`src/hdl/pimw_pkg.sv`:
```
// Shared types and constants for the pair invariant mass window block.
package pimw_pkg;

	localparam int DEF_MAX_PER_ROLE = 16;
	localparam int DRAIN_CYC        = 6;

	localparam int E_W    = 16;
	localparam int WORD_W = 64;
	localparam int MIN_W  = 13;
	localparam int MAX_W  = 14;
	localparam int CFG_W  = 14;
	localparam int M2_W   = 36;
	localparam int BND_W  = 32;

	localparam logic [1:0] KIND_ELEC = 2'd0;
	localparam logic [1:0] KIND_MUON = 2'd1;
	localparam logic [1:0] KIND_TAU  = 2'd2;

	localparam logic [1:0] MODE_E_MU    = 2'd0;
	localparam logic [1:0] MODE_E_TAU   = 2'd1;
	localparam logic [1:0] MODE_MU_TAU  = 2'd2;
	localparam logic [1:0] MODE_TAU_TAU = 2'd3;

	localparam logic [1:0] REG_PAIR_MODE = 2'd0;
	localparam logic [1:0] REG_MASS_MIN  = 2'd1;
	localparam logic [1:0] REG_MASS_MAX  = 2'd2;

	typedef enum logic [1:0] {
		ST_IDLE,
		ST_SCAN,
		ST_DRAIN,
		ST_DONE
	} state_t;

	typedef struct packed {
		logic rotate;
		logic load;
	} ring_ctl_t;

	typedef struct packed {
		logic valid;
		logic pass;
	} mass_res_t;

endpackage

```
`src/hdl/pimw_cell.sv`:
```
// One storage cell of a particle ring: loads a new word or takes its neighbor's.
module pimw_cell
	import pimw_pkg::*;
(
	input  logic              clk,
	input  logic              load,
	input  logic              shift,
	input  logic [WORD_W-1:0] din,
	input  logic [WORD_W-1:0] nbr,
	output logic [WORD_W-1:0] q
);

	logic [WORD_W-1:0] data_q;

	always_ff @(posedge clk) begin
		if (load) begin
			data_q <= din;
		end else if (shift) begin
			data_q <= nbr;
		end
	end

	assign q = data_q;

endmodule

```
`src/hdl/pimw_ring.sv`:
```
// Ring of particle cells; a full rotation presents every cell at the head once.
module pimw_ring
	import pimw_pkg::*;
#(
	parameter int DEPTH = DEF_MAX_PER_ROLE,
	localparam int IDX_W = (DEPTH > 1) ? $clog2(DEPTH) : 1
) (
	input  logic              clk,
	input  ring_ctl_t         ctl,
	input  logic [IDX_W-1:0]  wr_idx,
	input  logic [WORD_W-1:0] wr_data,
	output logic [WORD_W-1:0] head
);

	logic [WORD_W-1:0] cell_q [DEPTH];

	for (genvar i = 0; i < DEPTH; i++) begin : g_cell
		pimw_cell u_cell (
			.clk   (clk),
			.load  (ctl.load && (wr_idx == IDX_W'(i))),
			.shift (ctl.rotate),
			.din   (wr_data),
			.nbr   (cell_q[(i + 1) % DEPTH]),
			.q     (cell_q[i])
		);
	end

	assign head = cell_q[0];

endmodule

```
`config.mk`:
```
export PLATFORM = sky130hd
export DESIGN_NAME = pimw_ring
export DESIGN_NICKNAME = d
export VERILOG_FILES = /design/src/hdl/pimw_pkg.sv /design/src/hdl/pimw_cell.sv /design/src/hdl/pimw_ring.sv
export SDC_FILE = /design/constraint.sdc
export NUM_CORES = 1
export LEC_CHECK = 0
export BUFFER_PORTS_ARGS = -buffer_cell sky130_fd_sc_hd__buf_2
export CORE_MARGIN = 2
export CORE_UTILIZATION = 55
export CTS_CLUSTER_SIZE = 24
export DETAILED_ROUTE_END_ITERATION = 12
export GPL_TIMING_DRIVEN = 0
export PLACE_DENSITY = 0.77
export REMOVE_ABC_BUFFERS = 1
export SKIP_CTS_REPAIR_TIMING = 1
export SYNTH_ARGS = -nofsm -noshare
export SYNTH_HDL_FRONTEND = slang
export SYNTH_HIERARCHICAL = 1
export SYNTH_SLANG_ARGS = --single-unit
```
`constraint.sdc`:
```
create_clock -name clk -period 4.7 [get_ports clk]
set_input_delay 0.94 -clock clk [delete_from_list [all_inputs] [get_ports clk]]
set_output_delay 0.94 -clock clk [all_outputs]
set_load 0.05 [all_outputs]
```
# After elaboration in Yosys (flattened, before gate mapping)
# Cells that the tools add are included.
# op_classes
n_reduce_logical	33
eq_ne	15
mux	32
# op_table
operator	count
$mux W64	32
$eq A4 B4 Y1 const B	8
$reduce_bool A2 Y1	16
$eq A4 B3 Y1 const B	4
$logic_and A1 B1 Y1	16
$eq A4 B2 Y1 const B	2
$eq A4 B1 Y1 const B	1
$logic_not A4 Y1	1
# word_totals
inputBits	71
regBits	1024

# Longest topological paths before layout
# logic_depth
ltp_word	3
depth_mapped	5

# Modules after synthesis
# Netlist, hierarchy kept.
# modules_own_cells
module	cells_per_inst	area_each_um2	instances
pimw_cell	136	2905.3	16
pimw_ring	23	117.6	1

# Worst setup path after synthesis
# OpenSTA, ideal clock, no wires.
# synth_timing
path_kind	input port to flip-flop
from	input wr_idx[3]
to	register g_cell[1].u_cell.data_q[0], enable pin
path_stages	5
t_required_ns	4.274
arrival_ns	3.284
path_slack_ns	0.991
cell_sequence	or3b_4 -> nor2_1 -> buf_6 -> buf_6 -> or2_1
# synth_via
elab_chain_len	3
# synth_rtl
element	line_no	source
from (decl)	pimw_ring.sv:10	input logic [IDX_W-1:0] wr_idx,
$eq A4 B1 Y1	pimw_ring.sv:20	.load (ctl.load && (wr_idx == IDX_W'(i))),
$logic_and A1 B1 Y1	pimw_ring.sv:20	
$reduce_bool A2 Y1 (no line)	-	
to (signal assigned)	pimw_cell.sv:17	data_q <= din;
to (signal assigned)	pimw_cell.sv:19	data_q <= nbr;
to (decl)	pimw_cell.sv:13	logic [WORD_W-1:0] data_q;
# No other way between the ends.
# A chain may end at the register's enable or synchronous reset.

# Worst setup path in the final report
# layout_timing
from	input wr_idx[3]
to	register g_cell[1].u_cell.data_q[34], enable pin
# Same word-level chain as after synthesis.

==> reports/metrics.cfg <==
[global_route]
grt_use_met1=0.365
grt_use_met3=0.0341
antenna_found_initial=4
grt_max_degree=45
grt_pass1_wl_mm=155
overflow=0
top_usage_layer=met2
track_usage=0.240
grt_pass1_vias=22700
met2_usage=0.370

[pwr]
irDropWorstVdd_v=0.000317
p_leak_nw=19.4
power_density_mw_per_mm2=405

[synthesis]
ys_top_cells_by_count=1024 x edfxtp_1, 784 x mux2_4, 240 x mux2_2, 96 x buf_6
syn-cell-area_mm2=0.0466
synth.avg_cell_area_um2=21.2
synth_seq_cells=1024
synthCells=2199
yosysTopAreaCellShare=0.660
synth_top_cell_by_area=edfxtp_1
synthTopCellsByArea=edfxtp_1 66%, mux2_4 25%, mux2_2 5.8%
ys_types=14
synthFlopType=edfxtp_1
ys_seq_area_frac=0.660
synth.most_common_cell=edfxtp_1
ys_warn_count=6
async_reset_ff_frac=0
synth_enable_flop_cells=1024

[timing]
setup_viol=0
rsz0062_at_grt=false
layout_setup_ws_ns=1.16
hold_viol_final=0
max_freq_mhz=282
slew_viol_final=0
finalCritPeriodShare=0.753
slew_headroom=0.337
fin_crit_ns=3.54
fin_skew_ns=0.0121
worstMarginPinSlew_ns=0.988

[floorplan]
die_area_mm2=0.0871
core_mm2=0.0838
rows=106
dieWidth_um=295
initial_core_util=0.556
ioPinCount=135
dieHeight_um=295

[place]
place_area_mm2=0.0494
port_buffers=134
pre_cts_ws_ns=0.504
globalplace.congestion=0.739
dp_hpwl_mm=60.0

[routing]
dr.first_iter.drc_count=2197
drt-wirelength-per-cell_um=28.7
drc=0
vias_per_cell=6.03
finalWirelength_mm=105
postRouteAntennaNets=0
vias=21900
firstDrtPassIters=5

[critical_path]
cp.required_ns=5.03
critPathMaxFanout=37
reg2reg_from=g_cell[0].u_cell/q[39]
setup.worst_path.start=wr_idx[3]
arrival_ns=3.87
rr_worst_depth=1
cp-start-kind=input port
critPathKind=input port to register
end_kind=register

[cts]
clkTransAtPathRegs_ns=0.06
cts_sinks=1024
tritoncts=done
numCtsBuffers=104
cts_buffer_depth=3
cts_root_buf=clkbuf_16
htreeDepth=3
clock_latency_ns=0.66

[final_layout]
final_area_mm2=0.0529
final_layout_size_suffix_gt1_frac=0.572
largest_reg_flops=1024
area_delta_synth_final_pct=13.5
utilization=0.631
num-fill-cells=5590
fin_nets=2489

[hold_path]
min_from=g_cell[10].u_cell/q[37]
hold_class=register to register
min_path_cells=1

[outcome]
status=finished, final reports clean

[run]
cap_viol_max_count=0

-- placed cells by master (no fill, tap or decap), types with 2 or more instances in the layout --
master,Yosys,layout
clkinv_1,0,24
mux2_4,784,784
clkbuf_1,0,18
buf_6,96,29
nand2b_1,2,2
or2_4,0,16
buf_16,0,22
nor3_2,1,3
buf_2,16,134
mux2_2,240,240
nor2_4,0,12
clkinv_4,0,2
clkinv_2,0,20
nand3b_1,2,2
bufinv_16,0,16
buf_12,0,36
edfxtp_1,1024,1024
clkbuf_16,0,108
buf_8,0,4
-- power by group --
| part | switching [mW] | internal (mW) |
|---|---|---|
| Combinational | 0.924 | 0.925 |
| Clock | 3.46 | 5.05 |
| Sequential | 0.212 | 10.9 |
| Total | 4.60 | 16.8 |
-- metal layers --
layer / share of wire / routed length (um)
met1: 0.46 / 47600
met2: 0.46 / 48300
met3: 0.064 / 6660
met4: 0.019 / 1970
met5: 0 / 0
-- path summary, 6_finish.rpt --
check | to | slack [ns]
max reg2reg | g_cell[15].u_cell/q[39] | 3.62
min reg2reg | g_cell[9].u_cell/q[37] | 0.54
min | g_cell[9].u_cell/q[37] | 0.54
max | g_cell[1].u_cell/q[34] | 1.16
-- cell type report --
type	instances	area (um2)	share of cell area
flip-flops and latches	1024	30700	0.581
multi-input cells	1063	14800	0.281
clock buffers	126	2770	0.0524
repair buffers	225	2380	0.0451
well taps	1134	1420	0.0268
clock inverters	65	721	0.0136
diodes	1	2.50	0.0000473
-- kinds of logic (layout without fill, tap and decap cells) --
logic type	after synthesis	after routing	synth area share
simple gates	39	39	0.00467
mux	1024	1024	0.311
flops	1024	1024	0.660
other cells	0	1	0
buf+inv	112	416	0.0249
-- metrics by stage --
| step | TNS [ns] | power, mW | hold WS [ns] | instances |
|---|---|---|---|---|
| after global routing | 0 | 22.1 | 0.553 | 3637 |
| after CTS | 0 | 21.6 | 0.543 | 3637 |
| after global placement | - | 13.1 | 0.528 | 3355 |
| after detailed placement | 0 | 13.1 | 0.533 | 3446 |
| after floorplan | -4616.77 | 12.5 | 0.525 | 2087 |
| final | 0 | 21.4 | 0.541 | 3638 |
-- critical path, cell delays in order --
cell and delay [ns]:
buf_2 0.13, or3b_4 0.48, nor2_4 0.75, buf_12 0.30, buf_12 0.23, or2_4 0.63
buf_16 0.31
No activity file was read; power rests on OpenSTA's default activity.
