[config.mk]
export PLATFORM = sky130hd
export DESIGN_NAME = pimw_mass
export DESIGN_NICKNAME = d
export VERILOG_FILES = /design/src/hdl/pimw_pkg.sv /design/src/hdl/pimw_mass.sv
export SDC_FILE = /design/constraint.sdc
export NUM_CORES = 2
export LEC_CHECK = 0
export ABC_AREA = 1
export BUFFER_PORTS_ARGS = -buffer_cell sky130_fd_sc_hd__clkbuf_2
export CAP_MARGIN = 10
export CORE_MARGIN = 2
export CORE_UTILIZATION = 40
export CTS_CLUSTER_DIAMETER = 100
export DETAILED_ROUTE_END_ITERATION = 10
export SYNTH_ARGS = -nofsm -noshare
export SYNTH_HDL_FRONTEND = slang
export SYNTH_SLANG_ARGS = --single-unit
[constraint.sdc]
create_clock -name clk -period 14.95 [get_ports clk]
set_input_delay 1.495 -clock clk [delete_from_list [all_inputs] [get_ports clk]]
set_output_delay 1.495 -clock clk [all_outputs]
set_load 0.02 [all_outputs]
[src/hdl/pimw_pkg.sv]
// Shared types and constants for the pair invariant mass window block.
package pimw_pkg;

	localparam int DEF_MAX_PER_ROLE = 16;
	localparam int DRAIN_CYC        = 6;

	localparam int E_W    = 16;
	localparam int WORD_W = 64;
	localparam int MIN_W  = 13;
	localparam int MAX_W  = 14;
	localparam int CFG_W  = 14;
	localparam int M2_W   = 36;
	localparam int BND_W  = 32;

	localparam logic [1:0] KIND_ELEC = 2'd0;
	localparam logic [1:0] KIND_MUON = 2'd1;
	localparam logic [1:0] KIND_TAU  = 2'd2;

	localparam logic [1:0] MODE_E_MU    = 2'd0;
	localparam logic [1:0] MODE_E_TAU   = 2'd1;
	localparam logic [1:0] MODE_MU_TAU  = 2'd2;
	localparam logic [1:0] MODE_TAU_TAU = 2'd3;

	localparam logic [1:0] REG_PAIR_MODE = 2'd0;
	localparam logic [1:0] REG_MASS_MIN  = 2'd1;
	localparam logic [1:0] REG_MASS_MAX  = 2'd2;

	typedef enum logic [1:0] {
		ST_IDLE,
		ST_SCAN,
		ST_DRAIN,
		ST_DONE
	} state_t;

	typedef struct packed {
		logic rotate;
		logic load;
	} ring_ctl_t;

	typedef struct packed {
		logic valid;
		logic pass;
	} mass_res_t;

endpackage

[src/hdl/pimw_mass.sv]
// Pipelined squared invariant mass of a particle pair and window test.
module pimw_mass
	import pimw_pkg::*;
(
	input  logic                    clk,
	input  logic                    arst_n,
	input  logic                    valid,
	input  logic [WORD_W-1:0]       a,
	input  logic [WORD_W-1:0]       b,
	input  logic [MIN_W-1:0]        mass_min,
	input  logic signed [MAX_W-1:0] mass_max,
	output mass_res_t               res
);

	logic [MIN_W*2-1:0] min_sq;
	logic [MIN_W*2-1:0] max_sq;
	logic [BND_W-1:0]   lo_q;
	logic [BND_W-1:0]   hi_q;
	logic               unb_q;

	logic                 v_s1, v_s2, v_s3, v_s4, v_s5;
	logic [E_W:0]         e_s1;
	logic signed [E_W:0]  x_s1, y_s1, z_s1;
	logic [2*E_W+1:0]     e2_s2;
	logic [2*E_W:0]       x2_s2, y2_s2, z2_s2;
	logic signed [2*E_W+1:0] xp, yp, zp;
	logic signed [M2_W-1:0] d_s3;
	logic [2*E_W+1:0]     yz_s3;
	logic signed [M2_W-1:0] m2_s4;
	logic                 pass_s5;

	assign min_sq = (MIN_W*2)'(mass_min) * (MIN_W*2)'(mass_min);
	assign max_sq = (MIN_W*2)'(mass_max[MIN_W-1:0]) * (MIN_W*2)'(mass_max[MIN_W-1:0]);

	always_ff @(posedge clk) begin
		lo_q  <= {min_sq, 6'b0};
		hi_q  <= {max_sq, 6'b0};
		unb_q <= mass_max[MAX_W-1];
	end

	assign xp = (2*E_W+2)'(x_s1) * (2*E_W+2)'(x_s1);
	assign yp = (2*E_W+2)'(y_s1) * (2*E_W+2)'(y_s1);
	assign zp = (2*E_W+2)'(z_s1) * (2*E_W+2)'(z_s1);

	always_ff @(posedge clk) begin
		e_s1  <= {1'b0, a[15:0]} + {1'b0, b[15:0]};
		x_s1  <= {a[31], a[31:16]} + {b[31], b[31:16]};
		y_s1  <= {a[47], a[47:32]} + {b[47], b[47:32]};
		z_s1  <= {a[63], a[63:48]} + {b[63], b[63:48]};
		e2_s2 <= (2*E_W+2)'(e_s1) * (2*E_W+2)'(e_s1);
		x2_s2 <= xp[2*E_W:0];
		y2_s2 <= yp[2*E_W:0];
		z2_s2 <= zp[2*E_W:0];
		d_s3  <= $signed(M2_W'(e2_s2)) - $signed(M2_W'(x2_s2));
		yz_s3 <= (2*E_W+2)'(y2_s2) + (2*E_W+2)'(z2_s2);
		m2_s4 <= d_s3 - $signed(M2_W'(yz_s3));
		pass_s5 <= (m2_s4 >= $signed(M2_W'(lo_q))) && !m2_s4[M2_W-1] &&
			(unb_q || (m2_s4 <= $signed(M2_W'(hi_q))));
	end

	always_ff @(posedge clk or negedge arst_n) begin
		if (!arst_n) begin
			v_s1 <= 1'b0;
			v_s2 <= 1'b0;
			v_s3 <= 1'b0;
			v_s4 <= 1'b0;
			v_s5 <= 1'b0;
		end else begin
			v_s1 <= valid;
			v_s2 <= v_s1;
			v_s3 <= v_s2;
			v_s4 <= v_s3;
			v_s5 <= v_s4;
		end
	end

	assign res.valid = v_s5;
	assign res.pass  = pass_s5;

endmodule
# Word level (Yosys, flattened, before mapping)
# Cells that the tools add are included.
[word_totals]
regBits = 365
in_bits = 158
output_inout_bits = 2
wordCells = 39
[classes]
add_sub_neg = 7
n_mul = 6
order_cmp = 2
reduce_logical = 4
[ops]
columns = ["operator", "count"]
rows = [
  ["$mul 17x17->33", 3],
  ["$add 16x16->17", 4],
  ["$mul 13x13->26", 2],
  ["$ge 36x33->1", 1],
  ["$le 36x33->1", 1],
  ["$sub 35x35->36", 1],
  ["$sub 34x33->35", 1],
  ["$add 33x33->34", 1],
  ["$mul 17x17->34", 1],
  ["$logic_and 1x1->1", 2],
  ["$logic_not 1->1", 1],
  ["$logic_or 1x1->1", 1],
]

# Depth between registers and ports, before layout
[logic_depth]
word_depth = 3
depth_mapped = 28
mapped_depth_nobuf = 26

# Worst setup path after synthesis
# OpenSTA, ideal clock, no wires.
[synth_path]
path_kind = "input to register"
start = "in mass_min[6]"
end = "reg lo_q[21]"
setup_ps = 120
arrival_time_ps = 5593
required_ps = 14830
setup_slack_ps = 9237
path_stages = 18
path_buffers = 1
cell_sequence = "clkbuf_1 nand2_1 fa_1 inv_1 fa_1 fa_1 inv_1 fa_1 fa_1 inv_1 ha_1 a21oi_1 o21ai_0 nand2_1 nand3_1 nand2_1 nand2_1 xor2_1"
[synth_via]
elab_chain_len = 1
[synth_lines]
columns = ["item", "line_no", "rtl"]
rows = [
  ["start, declared", "pimw_mass.sv:10", "input logic [MIN_W-1:0] mass_min,"],
  ["$mul 13x13->26", "pimw_mass.sv:32", "assign min_sq = (MIN_W*2)'(mass_min) * (MIN_W*2)'(mass_min);"],
  ["net min_sq[15]", "pimw_mass.sv:15", "logic [MIN_W*2-1:0] min_sq;"],
  ["end signal, assigned", "pimw_mass.sv:36", "lo_q <= {min_sq, 6'b0};"],
  ["end, declared", "pimw_mass.sv:17", "logic [BND_W-1:0] lo_q;"],
]
# The timed path passes the listed nets, and every way through them passes these cells.

# Worst setup path after layout
[layout_path]
start = "reg z_s1[3]"
end = "reg z2_s2[26]"
[layout_via]
elab_chain_len = 1
[layout_lines]
columns = ["item", "line_no", "rtl"]
rows = [
  ["start, declared", "pimw_mass.sv:23", "logic signed [E_W:0] x_s1, y_s1, z_s1;"],
  ["start signal, assigned", "pimw_mass.sv:49", "z_s1 <= {a[63], a[63:48]} + {b[63], b[63:48]};"],
  ["$mul 17x17->33", "pimw_mass.sv:43", "assign zp = (2*E_W+2)'(z_s1) * (2*E_W+2)'(z_s1);"],
  ["net zp[26]", "pimw_mass.sv:26", "logic signed [2*E_W+1:0] xp, yp, zp;"],
  ["end signal, assigned", "pimw_mass.sv:53", "z2_s2 <= zp[2*E_W:0];"],
  ["end, declared", "pimw_mass.sv:25", "logic [2*E_W:0] x2_s2, y2_s2, z2_s2;"],
]
# The timed path passes the listed nets, and every way through them passes these cells.

==> results.yml <==
synthesis:
  synth_area_um2: 67800
  yosysWarnings: 0
  synth_area_leader_cell: "fa_1"
  synthFlopType: "dfxtp_1"
  ys_top_cells_by_area: "fa_1, inv_1, ha_1"
  yosysMostFrequentCell: "inv_1"
  synth_nets: 10817
  ys_seq_area_share_pct: 10.6
  synthArstFlopShare_pct: 1.39
  avgSynthCellArea_um2: 7.74
  synth_commonest_cells: "inv_1, nand2_1, fa_1"
  synth_edf_count: 0
  yosysUniqueCellTypes: 49
  synthCells: 8765
  yosysTopAreaCellShare_pct: 34.7
  ys_ff_latch: 359
floorplan:
  initial_core_util_pct: 40.1
  num_io_pins: 160
  die_y_um: 416
  core_um2: 169000
  rows: 151
  die_w_um: 416
  die-area_um2: 173000
place:
  dp.cells: 10985
  portBuffers: 159
  post-place-ws_ps: 8590
  dp_hpwl_um: 143000
  gp_congestion: 0.915
cts:
  ctsLongestPathBuffers: 3
  cts.sinks: 359
  cts.clk_slew.worst_paths_ps: 60
  cts_resized: 0
  holdBufCountCts: 0
  cts-root-buf: "clkbuf_16"
  clock_latency_ps: 640
  htreeDepth: 2
  cts_tree: "built"
  cts_buffers: 48
  postCtsSetupBuffers: 0
sta:
  fmax_ghz: 0.156
  period_minus_slack_ps: 6390
  fin_worst_skew_ps: 30.5
  maxSlewHeadroom_pct: 34.1
  fin_setup_tns_ps: 0
  finalSetupViolCount: 0
  rsz0062_at_grt: "no"
  drv_slew: 0
  layout_setup_ws_ps: 8560
  hold_viol_final: 0
  worst_pin_slew_ps: 986
  min_period_over_period_pct: 42.8
critical_path:
  worst_setup_path_start_kind: "flop"
  arrival_ps: 6900
  rr_worst_depth: 18
  crit_slowest_cell: "dfxtp_1"
  cp_num_buf_inv: 5
  cp_top_family: "adder cells"
  crit_cells: 18
  criticalPathCategory: "flop to flop"
  cp-end-kind: "flop"
  crit_top_cell: "fa_1"
  cp_cell_sequence: "nand2_1 -> inv_1 -> fa_1 -> inv_1 -> fa_1 -> inv_1 -> fa_1 -> fa_1 -> fa_1 -> inv_1 -> fa_1 -> inv_1 -> ha_1 -> nand2_1 -> o21ai_0 -> nor2_1 -> nand4_1 -> nand2_1"
  max_stage_delay_ps: 940
  cp.required_ps: 15450
  crit_fanout: 19
finish:
  diodes: 0
  final_cells: 11070
  area_growth_pct: 6.88
  final_nets: 10869
  drive_gt1_share_pct: 3.62
route:
  vias: 52602
  wl_met3_um: 6040
  ant_nets: 0
  drc_errors: 0
  wirelength_um: 165000
  dr_wl_met2_um: 78000
  drt_iter0_drc: 2798
  post_drt_wl_per_cell_um: 14.9
  wl_met1_um: 77200
  dr.pass1.iters: 5
  topRoutingLayerUsed: "met4"
  viasPerCell: 4.75
grt:
  first_global_vias: 55338
  antenna_found_initial: 1
  grt_max_degree: 23
  overflow: 0
  grt.total_usage_pct: 19.5
  grt_pass1_wl_um: 278000
min_path:
  hold_path_class: "flop to flop"
  whs_path_depth: 0
run:
  maxCapViolCount: 0
run_status:
  status: "finished, final reports clean"
-- worst paths after layout --
check                        start   endpoint  slack (ps)
max                        z_s1[3]  z2_s2[26]        8560
max in group asynchronous   arst_n       v_s4       14140
min reg2reg                   v_s4       v_s5         350
min                           v_s4       v_s5         350
min in group asynchronous   arst_n       v_s5         660
max reg2reg                z_s1[3]  z2_s2[26]        8560
-- worst register-to-register path, stage by stage, from the launching register on --
cell	delay (ps)
dfxtp_1	940
nand2_1	240
inv_1	130
fa_1	560
inv_1	140
fa_1	440
inv_1	370
fa_1	520
fa_1	530
fa_1	510
inv_1	50
fa_1	470
inv_1	40
ha_1	370
nand2_1	150
o21ai_0	450
nor2_1	140
nand4_1	120
nand2_1	100
-- sequential cells by signal (all words and copies together), names as in the netlist --
| register | flops |
|---|---|
| z2_s2 | 32 |
| unb_q | 1 |
| v_s2 | 1 |
| y2_s2 | 32 |
| v_s4 | 1 |
| x2_s2 | 32 |
| e_s1 | 17 |
| x_s1 | 17 |
| v_s1 | 1 |
| d_s3 | 35 |
| e2_s2 | 33 |
| yz_s3 | 34 |
| lo_q | 25 |
| z_s1 | 17 |
| pass_s5 | 1 |
| m2_s4 | 36 |
| v_s5 | 1 |
| y_s1 | 17 |
| hi_q | 25 |
| v_s3 | 1 |
-- layout make-up --
cell class                 count  area [um^2]
inverter                    2465         9250
timing repair buffer         175          916
tap                         2218         2780
multi-input combinational   5768        50700
fill                       17346        96400
sequential                   359         7210
clock inverter                29          384
clock buffer                  56         1250
-- cells by family after synthesis --
kind of cell / count (synthesis) / share of synthesized area [%]
buffers and inverters: 2638 / 14.6
adders and majority gates: 1894 / 48.0
muxes: 1 / 0.0166
xor gates and xnor gates: 286 / 3.69
and+or+nand+nor: 2887 / 17.3
DFF: 359 / 10.6
AOI/OAI and AO/OA: 700 / 5.73
-- cell usage in the layout (no fill, tap or decap), types with 187 or more instances in the layout --
cell | Yosys | layout
fa_1 | 1175 | 1175
ha_1 | 719 | 719
nor2_1 | 472 | 472
a21oi_1 | 362 | 362
dfxtp_1 | 354 | 354
inv_1 | 2465 | 2465
o21ai_0 | 187 | 187
nand3_1 | 281 | 281
nand2_1 | 1901 | 1901
xor2_1 | 219 | 219
-- per-layer routing --
metal / up-vias / global-route usage [%]
met3: 197 / 1.53
met1: 25451 / 27.3
met2: 989 / 33.1
met4: 0 / 4.16
li1: 25965 / -
met5: - / 0
-- stage by stage --
| stage | hold slack [ps] | area (um^2) | utilization [%] |
|---|---|---|---|
| final | 347 | 72500 | 42.9 |
| after floorplan | 329 | 67800 | - |
| after detailed placement | 339 | 70800 | 41.9 |
| after global placement | 332 | 70800 | 41.9 |
| after CTS | 353 | 72500 | 42.9 |
| after global routing | 352 | 72500 | 42.9 |
Power is left out: the tool's default activity adds up to more than one toggle a clock period on the data nets, which glitch-free logic cannot reach.
